`src/hw/rtl/dictionary_word_match_scorer_defines.svh`:
```
// assertion helpers for the word match scorer
// every macro samples on i_clk and is disabled while i_rst_n is low
`ifndef DICTIONARY_WORD_MATCH_SCORER_DEFINES_SVH
`define DICTIONARY_WORD_MATCH_SCORER_DEFINES_SVH

// expression holds at every clock edge
`define DWMS_ASSERT_ALWAYS(label, expr) \
    label: assert property (@(posedge i_clk) disable iff (!i_rst_n) (expr)) \
        else $error("dwms assertion failed");

// consequent holds in the same cycle as the antecedent
`define DWMS_ASSERT_IMPLIES(label, ante, cons) \
    label: assert property (@(posedge i_clk) disable iff (!i_rst_n) (ante) |-> (cons)) \
        else $error("dwms assertion failed");

// consequent holds in the cycle after the antecedent
`define DWMS_ASSERT_NEXT(label, ante, cons) \
    label: assert property (@(posedge i_clk) disable iff (!i_rst_n) (ante) |=> (cons)) \
        else $error("dwms assertion failed");

`endif

```
`src/hw/rtl/dwms_pkg.sv`:
```
`default_nettype none

package dwms_pkg;

    // parameter defaults
    localparam int NUM_WORDS_DEF    = 8;
    localparam int MAX_WORD_LEN_DEF = 6;
    localparam int MAX_MESSAGE_DEF  = 1024;

    // fixed field widths
    localparam int BYTE_W    = 8;
    localparam int MSG_LEN_W = 11;
    localparam int MATCH_W   = 11;

    // character codes
    localparam logic [BYTE_W-1:0] CH_NUL    = 8'h00;
    localparam logic [BYTE_W-1:0] CH_LF     = 8'h0a;
    localparam logic [BYTE_W-1:0] CH_CR     = 8'h0d;
    localparam logic [BYTE_W-1:0] CH_SPACE  = 8'h20;
    localparam logic [BYTE_W-1:0] CH_LPAREN = 8'h28;
    localparam logic [BYTE_W-1:0] CH_RPAREN = 8'h29;
    localparam logic [BYTE_W-1:0] CH_COMMA  = 8'h2c;
    localparam logic [BYTE_W-1:0] CH_HYPHEN = 8'h2d;
    localparam logic [BYTE_W-1:0] CH_PERIOD = 8'h2e;
    localparam logic [BYTE_W-1:0] CH_SEMI   = 8'h3b;

    // dictionary, each word right-justified in a zero-padded field
    localparam int DICT_ROWS     = 8;
    localparam int DICT_TEXT_LEN = 8;

    typedef logic [DICT_TEXT_LEN*BYTE_W-1:0] t_dict_text;

    localparam t_dict_text DICT_TEXT [DICT_ROWS] = '{
        "bird", "campus", "class", "of", "spring", "sun", "the", "tree"
    };

    // number of characters stored for a dictionary row
    function automatic int dict_raw_len(int row);
        int n;
        n = 0;
        if (row < DICT_ROWS) begin
            for (int i = 0; i < DICT_TEXT_LEN; i++) begin
                if (DICT_TEXT[row][i*BYTE_W +: BYTE_W] != CH_NUL) begin
                    n = i + 1;
                end
            end
        end
        return n;
    endfunction

    // row length as seen by a word buffer of max_len characters
    function automatic int dict_len(int row, int max_len);
        int n;
        n = dict_raw_len(row);
        return (n < max_len) ? n : max_len;
    endfunction

    // character col of a row, counted from the start of the word
    function automatic logic [BYTE_W-1:0] dict_char(int row, int col);
        int n;
        logic [BYTE_W-1:0] c;
        n = dict_raw_len(row);
        c = CH_NUL;
        if (row < DICT_ROWS && col < n) begin
            c = DICT_TEXT[row][(n-1-col)*BYTE_W +: BYTE_W];
        end
        return c;
    endfunction

endpackage

`default_nettype wire

```
`src/hw/rtl/dwms_if.sv`:
```
`default_nettype none

// text byte channel
interface dwms_text_if;
    import dwms_pkg::*;

    logic              valid;
    logic              ready;
    logic [BYTE_W-1:0] text_byte;
    logic              last;

    modport source (output valid, output text_byte, output last, input ready);
    modport sink   (input valid, input text_byte, input last, output ready);
endinterface

// score result channel
interface dwms_result_if;
    import dwms_pkg::*;

    logic               valid;
    logic               ready;
    logic               valid_res;
    logic [MATCH_W-1:0] matched_chars;

    modport source (output valid, output valid_res, output matched_chars, input ready);
    modport sink   (input valid, input valid_res, input matched_chars, output ready);
endinterface

`default_nettype wire

```
`src/hw/rtl/dwms_matcher.sv`:
```
`default_nettype none

module dwms_matcher #(
    parameter int NUM_WORDS    = dwms_pkg::NUM_WORDS_DEF,
    parameter int MAX_WORD_LEN = dwms_pkg::MAX_WORD_LEN_DEF
) (
    input  logic [MAX_WORD_LEN-1:0][dwms_pkg::BYTE_W-1:0] i_chars,
    input  logic [$clog2(MAX_WORD_LEN+1)-1:0]             i_count,
    output logic                                          o_hit
);
    import dwms_pkg::*;

    localparam int CW = $clog2(MAX_WORD_LEN + 1);

    logic [NUM_WORDS-1:0] row_hit;

    // one exact compare per dictionary row, all rows in parallel
    always_comb begin
        for (int r = 0; r < NUM_WORDS; r++) begin
            row_hit[r] = (i_count == CW'(dict_len(r, MAX_WORD_LEN)));
            for (int k = 0; k < MAX_WORD_LEN; k++) begin
                if (k < dict_len(r, MAX_WORD_LEN) && i_chars[k] != dict_char(r, k)) begin
                    row_hit[r] = 1'b0;
                end
            end
        end
    end

    assign o_hit = |row_hit;

endmodule

`default_nettype wire

```
`src/hw/rtl/dictionary_word_match_scorer.sv`:
```
// Scores a byte stream against a fixed eight-word dictionary: one byte is taken
// per clock while the input is not stalled, with a registered input stage and a
// registered result stage around a single pass of word update and parallel
// dictionary compare. The result register loads when the last-marked byte
// advances out of the input register. Input stalls only when a last-marked byte
// is held behind a result that the sink has not yet taken. Words split at
// space , . ; - ( ) LF and CR; a zero byte ends the string until the last mark.
// matched_chars saturates at MAX_MESSAGE and valid_res is set when twice it
// exceeds message_length, which the user must write through i_cfg_we /
// i_cfg_wdata only while the block is idle; the block does not enforce this.
// There is no memory and no clearing pass after reset.
`default_nettype none
`include "dictionary_word_match_scorer_defines.svh"

module dictionary_word_match_scorer #(
    parameter int NUM_WORDS    = dwms_pkg::NUM_WORDS_DEF,
    parameter int MAX_WORD_LEN = dwms_pkg::MAX_WORD_LEN_DEF,
    parameter int MAX_MESSAGE  = dwms_pkg::MAX_MESSAGE_DEF
) (
    input  logic                             i_clk,
    input  logic                             i_rst_n,
    input  logic                             i_cfg_we,
    input  logic [dwms_pkg::MSG_LEN_W-1:0]   i_cfg_wdata,
    dwms_text_if.sink                        i_text,
    dwms_result_if.source                    o_result
);
    import dwms_pkg::*;

    localparam int CW     = $clog2(MAX_WORD_LEN + 1);
    localparam int IW     = (MAX_WORD_LEN > 1) ? $clog2(MAX_WORD_LEN) : 1;
    localparam int TW     = $clog2(MAX_MESSAGE + 1);
    localparam int CMP_W  = (TW + 1 > MSG_LEN_W) ? TW + 1 : MSG_LEN_W;
    localparam logic [CW-1:0] MAX_COUNT = CW'(MAX_WORD_LEN);
    localparam logic [TW-1:0] SAT_TOTAL = TW'(MAX_MESSAGE);
    localparam logic [TW:0]   SAT_LIMIT = (TW+1)'(MAX_MESSAGE);

    // configuration
    logic [MSG_LEN_W-1:0] r_msg_len;

    // input stage
    logic              r_in_valid;
    logic [BYTE_W-1:0] r_in_byte;
    logic              r_in_last;

    // word and message state
    logic [MAX_WORD_LEN-1:0][BYTE_W-1:0] r_chars;
    logic [CW-1:0]                       r_count;
    logic                                r_long;
    logic [TW-1:0]                       r_total;
    logic                                r_ended;

    // result stage
    logic               r_out_valid;
    logic               r_out_valid_res;
    logic [MATCH_W-1:0] r_out_matched;

    // next values and datapath
    logic [MAX_WORD_LEN-1:0][BYTE_W-1:0] n_chars;
    logic [CW-1:0]                       n_count;
    logic                                n_long;
    logic [TW-1:0]                       n_total;
    logic                                n_ended;
    logic                                n_out_valid_res;
    logic [MATCH_W-1:0]                  n_out_matched;

    logic          advance;
    logic          is_zero;
    logic          is_delim;
    logic          live;
    logic          do_append;
    logic          set_long;
    logic          finish;
    logic          add_word;
    logic          word_hit;
    logic [CW-1:0] app_count;
    logic          app_long;
    logic [TW:0]   sum;
    logic [TW-1:0] total_new;

    // stage moves unless a final byte waits behind a stalled result
    assign advance      = r_in_valid && !(r_in_last && r_out_valid && !o_result.ready);
    assign i_text.ready = !r_in_valid || advance;

    // byte classification and word append
    always_comb begin
        is_zero   = (r_in_byte == CH_NUL);
        is_delim  = r_in_byte inside {CH_SPACE, CH_COMMA, CH_PERIOD, CH_SEMI, CH_HYPHEN,
                                      CH_LPAREN, CH_RPAREN, CH_LF, CH_CR};
        live      = !r_ended;
        do_append = live && !is_zero && !is_delim && (r_count < MAX_COUNT);
        set_long  = live && !is_zero && !is_delim && (r_count == MAX_COUNT);
        n_chars   = r_chars;
        if (do_append) begin
            n_chars[r_count[IW-1:0]] = r_in_byte;
        end
        app_count = do_append ? CW'(r_count + 1'b1) : r_count;
        app_long  = r_long | set_long;
        finish    = r_in_last || (live && (is_zero || is_delim));
    end

    dwms_matcher #(
        .NUM_WORDS    (NUM_WORDS),
        .MAX_WORD_LEN (MAX_WORD_LEN)
    ) u_matcher (
        .i_chars (n_chars),
        .i_count (app_count),
        .o_hit   (word_hit)
    );

    // saturating total and next state
    always_comb begin
        add_word  = finish && (app_count != '0) && !app_long && word_hit;
        sum       = {1'b0, r_total} + {{(TW+1-CW){1'b0}}, app_count};
        total_new = r_total;
        if (add_word) begin
            total_new = (sum > SAT_LIMIT) ? SAT_TOTAL : sum[TW-1:0];
        end
        if (r_in_last) begin
            n_count = '0;
            n_long  = 1'b0;
            n_total = '0;
            n_ended = 1'b0;
        end else begin
            n_count = finish ? '0 : app_count;
            n_long  = finish ? 1'b0 : app_long;
            n_total = total_new;
            n_ended = r_ended | is_zero;
        end
        n_out_valid_res = CMP_W'({total_new, 1'b0}) > CMP_W'(r_msg_len);
        n_out_matched   = MATCH_W'(total_new);
    end

    // configuration register
    always_ff @(posedge i_clk) begin
        if (!i_rst_n) begin
            r_msg_len <= '0;
        end else if (i_cfg_we) begin
            r_msg_len <= i_cfg_wdata;
        end
    end

    // input register
    always_ff @(posedge i_clk) begin
        if (!i_rst_n) begin
            r_in_valid <= 1'b0;
        end else if (i_text.ready) begin
            r_in_valid <= i_text.valid;
        end
    end

    always_ff @(posedge i_clk) begin
        if (i_text.valid && i_text.ready) begin
            r_in_byte <= i_text.text_byte;
            r_in_last <= i_text.last;
        end
    end

    // word and message state update
    always_ff @(posedge i_clk) begin
        if (!i_rst_n) begin
            r_count <= '0;
            r_long  <= 1'b0;
            r_total <= '0;
            r_ended <= 1'b0;
        end else if (advance) begin
            r_count <= n_count;
            r_long  <= n_long;
            r_total <= n_total;
            r_ended <= n_ended;
        end
    end

    always_ff @(posedge i_clk) begin
        if (advance) begin
            r_chars <= n_chars;
        end
    end

    // result register
    always_ff @(posedge i_clk) begin
        if (!i_rst_n) begin
            r_out_valid <= 1'b0;
        end else if (advance && r_in_last) begin
            r_out_valid <= 1'b1;
        end else if (o_result.ready) begin
            r_out_valid <= 1'b0;
        end
    end

    always_ff @(posedge i_clk) begin
        if (advance && r_in_last) begin
            r_out_valid_res <= n_out_valid_res;
            r_out_matched   <= n_out_matched;
        end
    end

    assign o_result.valid         = r_out_valid;
    assign o_result.valid_res     = r_out_valid_res;
    assign o_result.matched_chars = r_out_matched;

    // checks
    `DWMS_ASSERT_ALWAYS(a_count_bound, r_count <= MAX_COUNT)
    `DWMS_ASSERT_ALWAYS(a_total_bound, r_total <= SAT_TOTAL)
    `DWMS_ASSERT_IMPLIES(a_ended_no_word, r_ended, (r_count == '0) && !r_long)
    `DWMS_ASSERT_NEXT(a_clear_after_last, advance && r_in_last, (r_count == '0) && (r_total == '0))
    `DWMS_ASSERT_NEXT(a_result_after_last, advance && r_in_last, !r_ended && r_out_valid)

endmodule

`default_nettype wire

```
`src/flat_wrapper.sv`:
```
// flat-port wrapper written by rule: the top's interface ports become plain ports
module dictionary_word_match_scorer_flat import dwms_pkg::*;
#(
    parameter int NUM_WORDS    = dwms_pkg::NUM_WORDS_DEF,
    parameter int MAX_WORD_LEN = dwms_pkg::MAX_WORD_LEN_DEF,
    parameter int MAX_MESSAGE  = dwms_pkg::MAX_MESSAGE_DEF
)
  (i_clk, i_rst_n, i_cfg_we, i_cfg_wdata, i_text_valid, i_text_text_byte, i_text_last, i_text_ready, o_result_valid, o_result_valid_res, o_result_matched_chars, o_result_ready);
  dwms_text_if i_text_i ();
  dwms_result_if o_result_i ();
  input  logic i_clk;
  input  logic i_rst_n;
  input  logic i_cfg_we;
  input  logic [dwms_pkg::MSG_LEN_W-1:0] i_cfg_wdata;
  input wire logic [$bits(i_text_i.valid)-1:0] i_text_valid;
  input wire logic [$bits(i_text_i.text_byte)-1:0] i_text_text_byte;
  input wire logic [$bits(i_text_i.last)-1:0] i_text_last;
  output wire logic [$bits(i_text_i.ready)-1:0] i_text_ready;
  output wire logic [$bits(o_result_i.valid)-1:0] o_result_valid;
  output wire logic [$bits(o_result_i.valid_res)-1:0] o_result_valid_res;
  output wire logic [$bits(o_result_i.matched_chars)-1:0] o_result_matched_chars;
  input wire logic [$bits(o_result_i.ready)-1:0] o_result_ready;
  assign i_text_i.valid = i_text_valid;
  assign i_text_i.text_byte = i_text_text_byte;
  assign i_text_i.last = i_text_last;
  assign i_text_ready = i_text_i.ready;
  assign o_result_valid = o_result_i.valid;
  assign o_result_valid_res = o_result_i.valid_res;
  assign o_result_matched_chars = o_result_i.matched_chars;
  assign o_result_i.ready = o_result_ready;
  dictionary_word_match_scorer #(.NUM_WORDS(NUM_WORDS), .MAX_WORD_LEN(MAX_WORD_LEN), .MAX_MESSAGE(MAX_MESSAGE)) u_core (.i_clk(i_clk), .i_rst_n(i_rst_n), .i_cfg_we(i_cfg_we), .i_cfg_wdata(i_cfg_wdata), .i_text(i_text_i), .o_result(o_result_i));
endmodule
```
`config.mk`:
```
export PLATFORM = sky130hd
export DESIGN_NAME = dictionary_word_match_scorer_flat
export DESIGN_NICKNAME = d
export VERILOG_FILES = /design/src/hw/rtl/dwms_pkg.sv /design/src/hw/rtl/dwms_if.sv /design/src/hw/rtl/dwms_matcher.sv /design/src/hw/rtl/dictionary_word_match_scorer.sv /design/src/flat_wrapper.sv
export VERILOG_INCLUDE_DIRS = /design/src /design/src/hw/rtl
export SDC_FILE = /design/constraint.sdc
export NUM_CORES = 1
export LEC_CHECK = 0
export ABC_AREA = 1
export BUFFER_PORTS_ARGS = -buffer_cell sky130_fd_sc_hd__buf_2
export CAP_MARGIN = 20
export CORE_ASPECT_RATIO = 1.4
export CORE_MARGIN = 5
export CORE_UTILIZATION = 42
export CTS_CLUSTER_SIZE = 14
export DETAILED_ROUTE_END_ITERATION = 12
export PLACE_DENSITY_LB_ADDON = 0.15
export SLEW_MARGIN = 10
export SYNTH_ARGS = -nofsm -noshare
export SYNTH_HDL_FRONTEND = slang
export SYNTH_SLANG_ARGS = --single-unit
export TNS_END_PERCENT = 50
```
`constraint.sdc`:
```
create_clock -name i_clk -period 6.25 [get_ports i_clk]
set_input_delay 0.625 -clock i_clk [delete_from_list [all_inputs] [get_ports i_clk]]
set_output_delay 0.625 -clock i_clk [all_outputs]
set_load 0.1 [all_outputs]
```
# == After elaboration in Yosys (flattened, before gate mapping) ==
# Cells that the tools add are included.
# word_totals
register_bits,98
output_inout_bits,14
elab_cells,146
# op_classes
n_addsub,2
order_cmp,5
n_eq_ne,43
mux,48
n_bitwise,2
reduce_logical,29
# op_table
cell,n
$ne A8 B7 Y1 const B,28
$eq A8 B6 Y1 const B,7
$bwmux W48,1
$mux W48,1
$mux W1,38
$mux W11,3
$demux W8 S3,1
$eq A8 B4 Y1 const B,2
$logic_and A1 B1 Y1,14
$add A11 B3 Y12,1
$eq A3 B3 Y1 const B,4
$gt A12 B11 Y1,1
$gt A12 B11 Y1 const B,1
$mux W3,3
$reduce_bool A9 Y1,1
$logic_not A8 Y1,1
$mux W8,1
$reduce_or A8 Y1,1
$logic_not A1 Y1,7
$eq A3 B2 Y1 const B,2
$lt A3 B4 Y1 const B,1
$add A3 B1 Y3 const B,1
$ge A3 B1 Y1 const B,1
$logic_or A1 B1 Y1,3
other kinds (4),5

# == Longest topological paths before layout ==
# logic_depth
ltp_word,17
ltp_mapped,35
mapped_depth_nobuf,33

# == Hierarchy ==
# A second synthesis with hierarchy kept.
# unflattened
cells_unflattened,712
area_unflattened_um2,5972.0
# modules_own_cells
mod,instances,cells_each,area_per_inst_um2
dictionary_word_match_scorer,1,548,5276.3
dwms_matcher,1,164,695.7

# == Worst setup path before layout ==
# Ideal clock, no wire load.
# synth_timing
path_type,reg2reg
from,reg u_core.r_in_byte[4]
to,"reg u_core.r_out_valid_res, in the netlist u_core.o_result.valid_res, data pin"
setup_ps,262
arrival_time_ps,5189
path_slack_ps,799
path_stages_with_launch,32
path_buffers,1
synth_period_minus_slack_ps,5451
cell_sequence,edfxtp_1 -> inv_2 -> nand2_1 -> nor2_1 -> nor2_2 -> nand2_4 -> nand4_4 -> buf_6 -> nand2_1 -> nand2_1 -> inv_1 -> ha_1 -> inv_1 -> fa_1 -> o22ai_1 -> nand2_1 -> nor2_1 -> nand3_1 -> xor2_1 -> nand4_1 -> o41ai_1 -> nand2_1 -> nand3_1 -> and2_1 -> ha_1 -> nand2_1 -> nor2_1 -> a2111oi_0 -> o221ai_1 -> a221o_1 -> a21oi_1 -> o22ai_1
# synth_between
elab_chain_cells,17
elab_cells_between_ends,101
cone_classes,add/sub: 1; order compare: 2; eq/ne: 42; mux: 38; bitwise: 1; reduce/logical: 17
# synth_lines
item,line,text
from (decl),dictionary_word_match_scorer.sv:42,logic [BYTE_W-1:0] r_in_byte;
from (signal assigned),dictionary_word_match_scorer.sv:153,r_in_byte <= i_text.text_byte;
branches (longest 15 deep; another with $add A11 B3 Y12),n/a,
$mux W11 *,dictionary_word_match_scorer.sv:115,if (add_word) begin
named net u_core.n_out_matched[2],dictionary_word_match_scorer.sv:64,logic [MATCH_W-1:0] n_out_matched;
$gt A12 B11 Y1 *,dictionary_word_match_scorer.sv:129,"n_out_valid_res = CMP_W'({total_new, 1'b0}) > CMP_W'(r_msg_len);"
named net u_core.n_out_valid_res,dictionary_word_match_scorer.sv:63,logic n_out_valid_res;
to (signal assigned),dictionary_word_match_scorer.sv:192,r_out_valid_res <= n_out_valid_res;
to (decl),dictionary_word_match_scorer.sv:54,logic r_out_valid_res;
# Mark *: on every way through the listed nets, which the timed path passes.
# A chain may end at the register's enable or synchronous reset.

# == Worst setup path after layout ==
# layout_timing
from,reg u_core.r_in_byte[3]
to,"reg u_core.r_out_valid_res, in the netlist u_core.o_result.valid_res, data pin"
# Same word-level chain as after synthesis.

==> results.sh <==
export IMPL_portBuffers=38
export IMPL_layout_nets=882
export IMPL_outcome="complete, no violations"
export IMPL_drcViolationCount=0
export IMPL_required_ns=6.35
export IMPL_cp_common_cell="nand2_1"
export IMPL_yosys_area_top_type_share_pct=33.9
export IMPL_cts_tree="done"
export IMPL_finalClockSkew_ns=0.00754
export IMPL_reg2regPathDepth=29
export IMPL_fmax_ghz=0.177
export IMPL_tns_ns=0
export IMPL_rsz0062_at_grt="false"
export IMPL_drt_iter0_markers=303
export IMPL_cap_viol_max_count=0
export IMPL_syn_inst=812
export IMPL_avgViaCountPerCell=5.21
export IMPL_fp_dieH_um=153
export IMPL_timing_max_transition_violations_final=0
export IMPL_grt_usage_pct=20.2
export IMPL_p_leak_nw=3.09
export IMPL_holdWs_ns=0.444
export IMPL_cellPowerDensity_mw_per_mm2=224
export IMPL_insertion_delay_ns=0.35
export IMPL_period_needed_ns=5.64
export IMPL_fill_cells=1485
export IMPL_seq_area_frac_synth_pct=43.3
export IMPL_clk_transition_reported_paths_ns=0.07
export IMPL_slowest_stage="edfxtp_1"
export IMPL_ctsHoldBuffers=0
export IMPL_netlist_area_mm2=0.00612
export IMPL_tightestPinTransition_ns=0.727
export IMPL_hold_path_class="input pin to flip-flop"
export IMPL_antenna_found_initial=0
export IMPL_yosysUniqueCellTypes=46
export IMPL_ys_async_sr_fraction_pct=0
export IMPL_cpPeakStageDelay_ns=0.55
export IMPL_drive_gt1_share_pct=12.2
export IMPL_end_kind="flip-flop"
export IMPL_cts_root_buf="clkbuf_16"
export IMPL_avgRoutedWirePerCell_um=16.4
export IMPL_vias=5397
export IMPL_worstPathArrival_ns=5.74
export IMPL_grt_max_degree=51
export IMPL_ir_drop_mv=0.109
export IMPL_drt_total_wl_mm=17.0
export IMPL_rows=52
export IMPL_synth_area_leaders="edfxtp_1 34%, nand2_1 15%, dfxtp_1 9.5%"
export IMPL_drtPass1Iterations=5
export IMPL_yosysWarnings=0
export IMPL_cp_start_kind="flip-flop"
export IMPL_whs_path_depth=1
export IMPL_fin_cells=1035
export IMPL_cts_sinks=98
export IMPL_antenna_left=0
export IMPL_clockBufferDepth=2
export IMPL_cts_htree_levels=3
export IMPL_yosys_register_bits=98
export IMPL_start_util_pct=42.6
export IMPL_syn_nets=853
export IMPL_place_area_mm2=0.00644
export IMPL_crit_type="flip-flop to flip-flop"
export IMPL_io_pins=39
export IMPL_setup_violations=0
export IMPL_grt_first_pass_wirelength_mm=27.5
export IMPL_antenna_cells=0
export IMPL_yosysTopAreaCell="edfxtp_1"
export IMPL_ff2ff_setup_slack_ns=0.61
export IMPL_die_w_um=112
export IMPL_cts_buffers_inserted=9
export IMPL_final_hold_viol_count=0
export IMPL_synthToLayoutAreaGrowth_pct=10.6
export IMPL_worstPathMaxFanout=8
export IMPL_avgSynthCellArea_um2=7.54
export IMPL_core_mm2=0.0144
export IMPL_dp_cells=1019
export IMPL_synth_edf_count=69
export IMPL_die_area_mm2=0.0171
export IMPL_relSlewSlack_pct=51.4
export IMPL_routabilityCongestion=0.918
export IMPL_overflow=0
export IMPL_final_cell_area_mm2=0.00677
export IMPL_period_share_pct=90.2
export IMPL_synth_ff_type="edfxtp_1"
export IMPL_hpwl_mm=13.0
export IMPL_grt_pass1_vias=5461
## repair_timing
| item | CTS | global route |
|---|---|---|
| setup buffers | 0 | 0 |
| endpoints found under the setup margin | 0 | 1 |
| gates resized for setup | 0 | 2 |
## layer usage
metal	wire, um	vias up	track usage, %
li1	-	2709	-
met1	6300	2504	21.4
met2	9160	145	38.2
met3	679	39	2.49
met4	829	0	10.6
met5	0	-	0
## state kept, by name (all words and copies together) (netlist names), 3 cells and up
signal                         flops
u_core.r_total                    11
u_core.o_result.matched_chars     11
u_core.r_count                     3
u_core.r_chars                    48
u_core.r_msg_len                  11
u_core.r_in_byte                   8
## cells in the mapped netlist (2+ instances only)
master and n:
nand2_1 237, inv_1 113, nor2_1 70, edfxtp_1 69
nand3_1 50, o21ai_0 38, nand4_1 36, a21oi_1 32
dfxtp_1 29, ha_1 15, inv_2 13, o21ai_1 12
clkbuf_1 11, and2_1 10, xor2_1 9, nor3_1 8
buf_2 7, nor2_2 6, buf_6 5, buf_4 4
o21ai_2 4, mux2i_1 3, nand4_2 3, nand2_2 2
nand3_2 2, nand4_4 2, nor3_4 2, o22ai_1 2
## cells in the final DEF, fill, tap and decap left out, drive strengths merged, types with 2 or more instances in the layout
cell	count
ha	15
o21ai	54
nand2	240
buf	45
nor3b	2
clkbuf	9
nand4	41
nor3	11
and2	10
or2	3
nor2	77
dfxtp	29
mux2i	3
a21oi	32
xor2	9
inv	132
edfxtp	69
nand3	52
o22ai	2
## cells by family (layout without fill, tap and decap cells)
kind of cell	after synthesis	in the layout	share of synthesized area (%)
and+or+nand+nor	438	438	32.7
buffers and inverters	154	188	10.4
DFF	98	98	43.3
AOI/OAI and AO/OA	93	93	8.24
adders and majority gates	16	16	3.39
xor gates and xnor gates	10	10	1.43
muxes	3	3	0.491
## where the power goes
part / switching [mW] / total (mW) / internal (mW) / leakage (nW)
Clock: 0.270 / 0.593 / 0.324 / 0.158
Sequential: 0.0170 / 0.743 / 0.726 / 0.884
Combinational: 0.132 / 0.181 / 0.0492 / 2.05
## final cells by class
cell class	count	area [um^2]	share of cell area, %
multi-input cells	560	2850	42.1
flip-flops and latches	98	2650	39.2
inverters	127	477	7.04
repair buffers	45	240	3.55
well taps	189	236	3.49
clock buffers	9	225	3.33
clock inverters	7	90.1	1.33
## final timing paths
path                         from                   endpoint
min           i_text_text_byte[3]        u_core.r_in_byte[3]
max reg2reg   u_core.r_in_byte[3]  u_core.o_result.valid_res
max           u_core.r_in_byte[3]  u_core.o_result.valid_res
min reg2reg  u_core.r_msg_len[10]       u_core.r_msg_len[10]
## per-stage QoR
step	utilization (%)	power [mW]	worst slack [ns]
CTS	47.0	1.53	0.319
global placement	44.7	0.936	0.163
global route	47.1	1.58	0.0469
detailed placement	44.8	0.938	0.323
floorplan	-	0.886	0.799
finish	47.1	1.52	0.612
## worst max-delay path, delay by kind of cell, from the launching register on
family          cells  cell delay, ns
xor+xnor            1            0.20
simple gates       15            1.91
flops               1            0.55
fa+ha+maj           3            0.82
compound gates      7            1.58
buf+inv             3            0.34
Note: power is estimated with default switching activity, not from simulation.
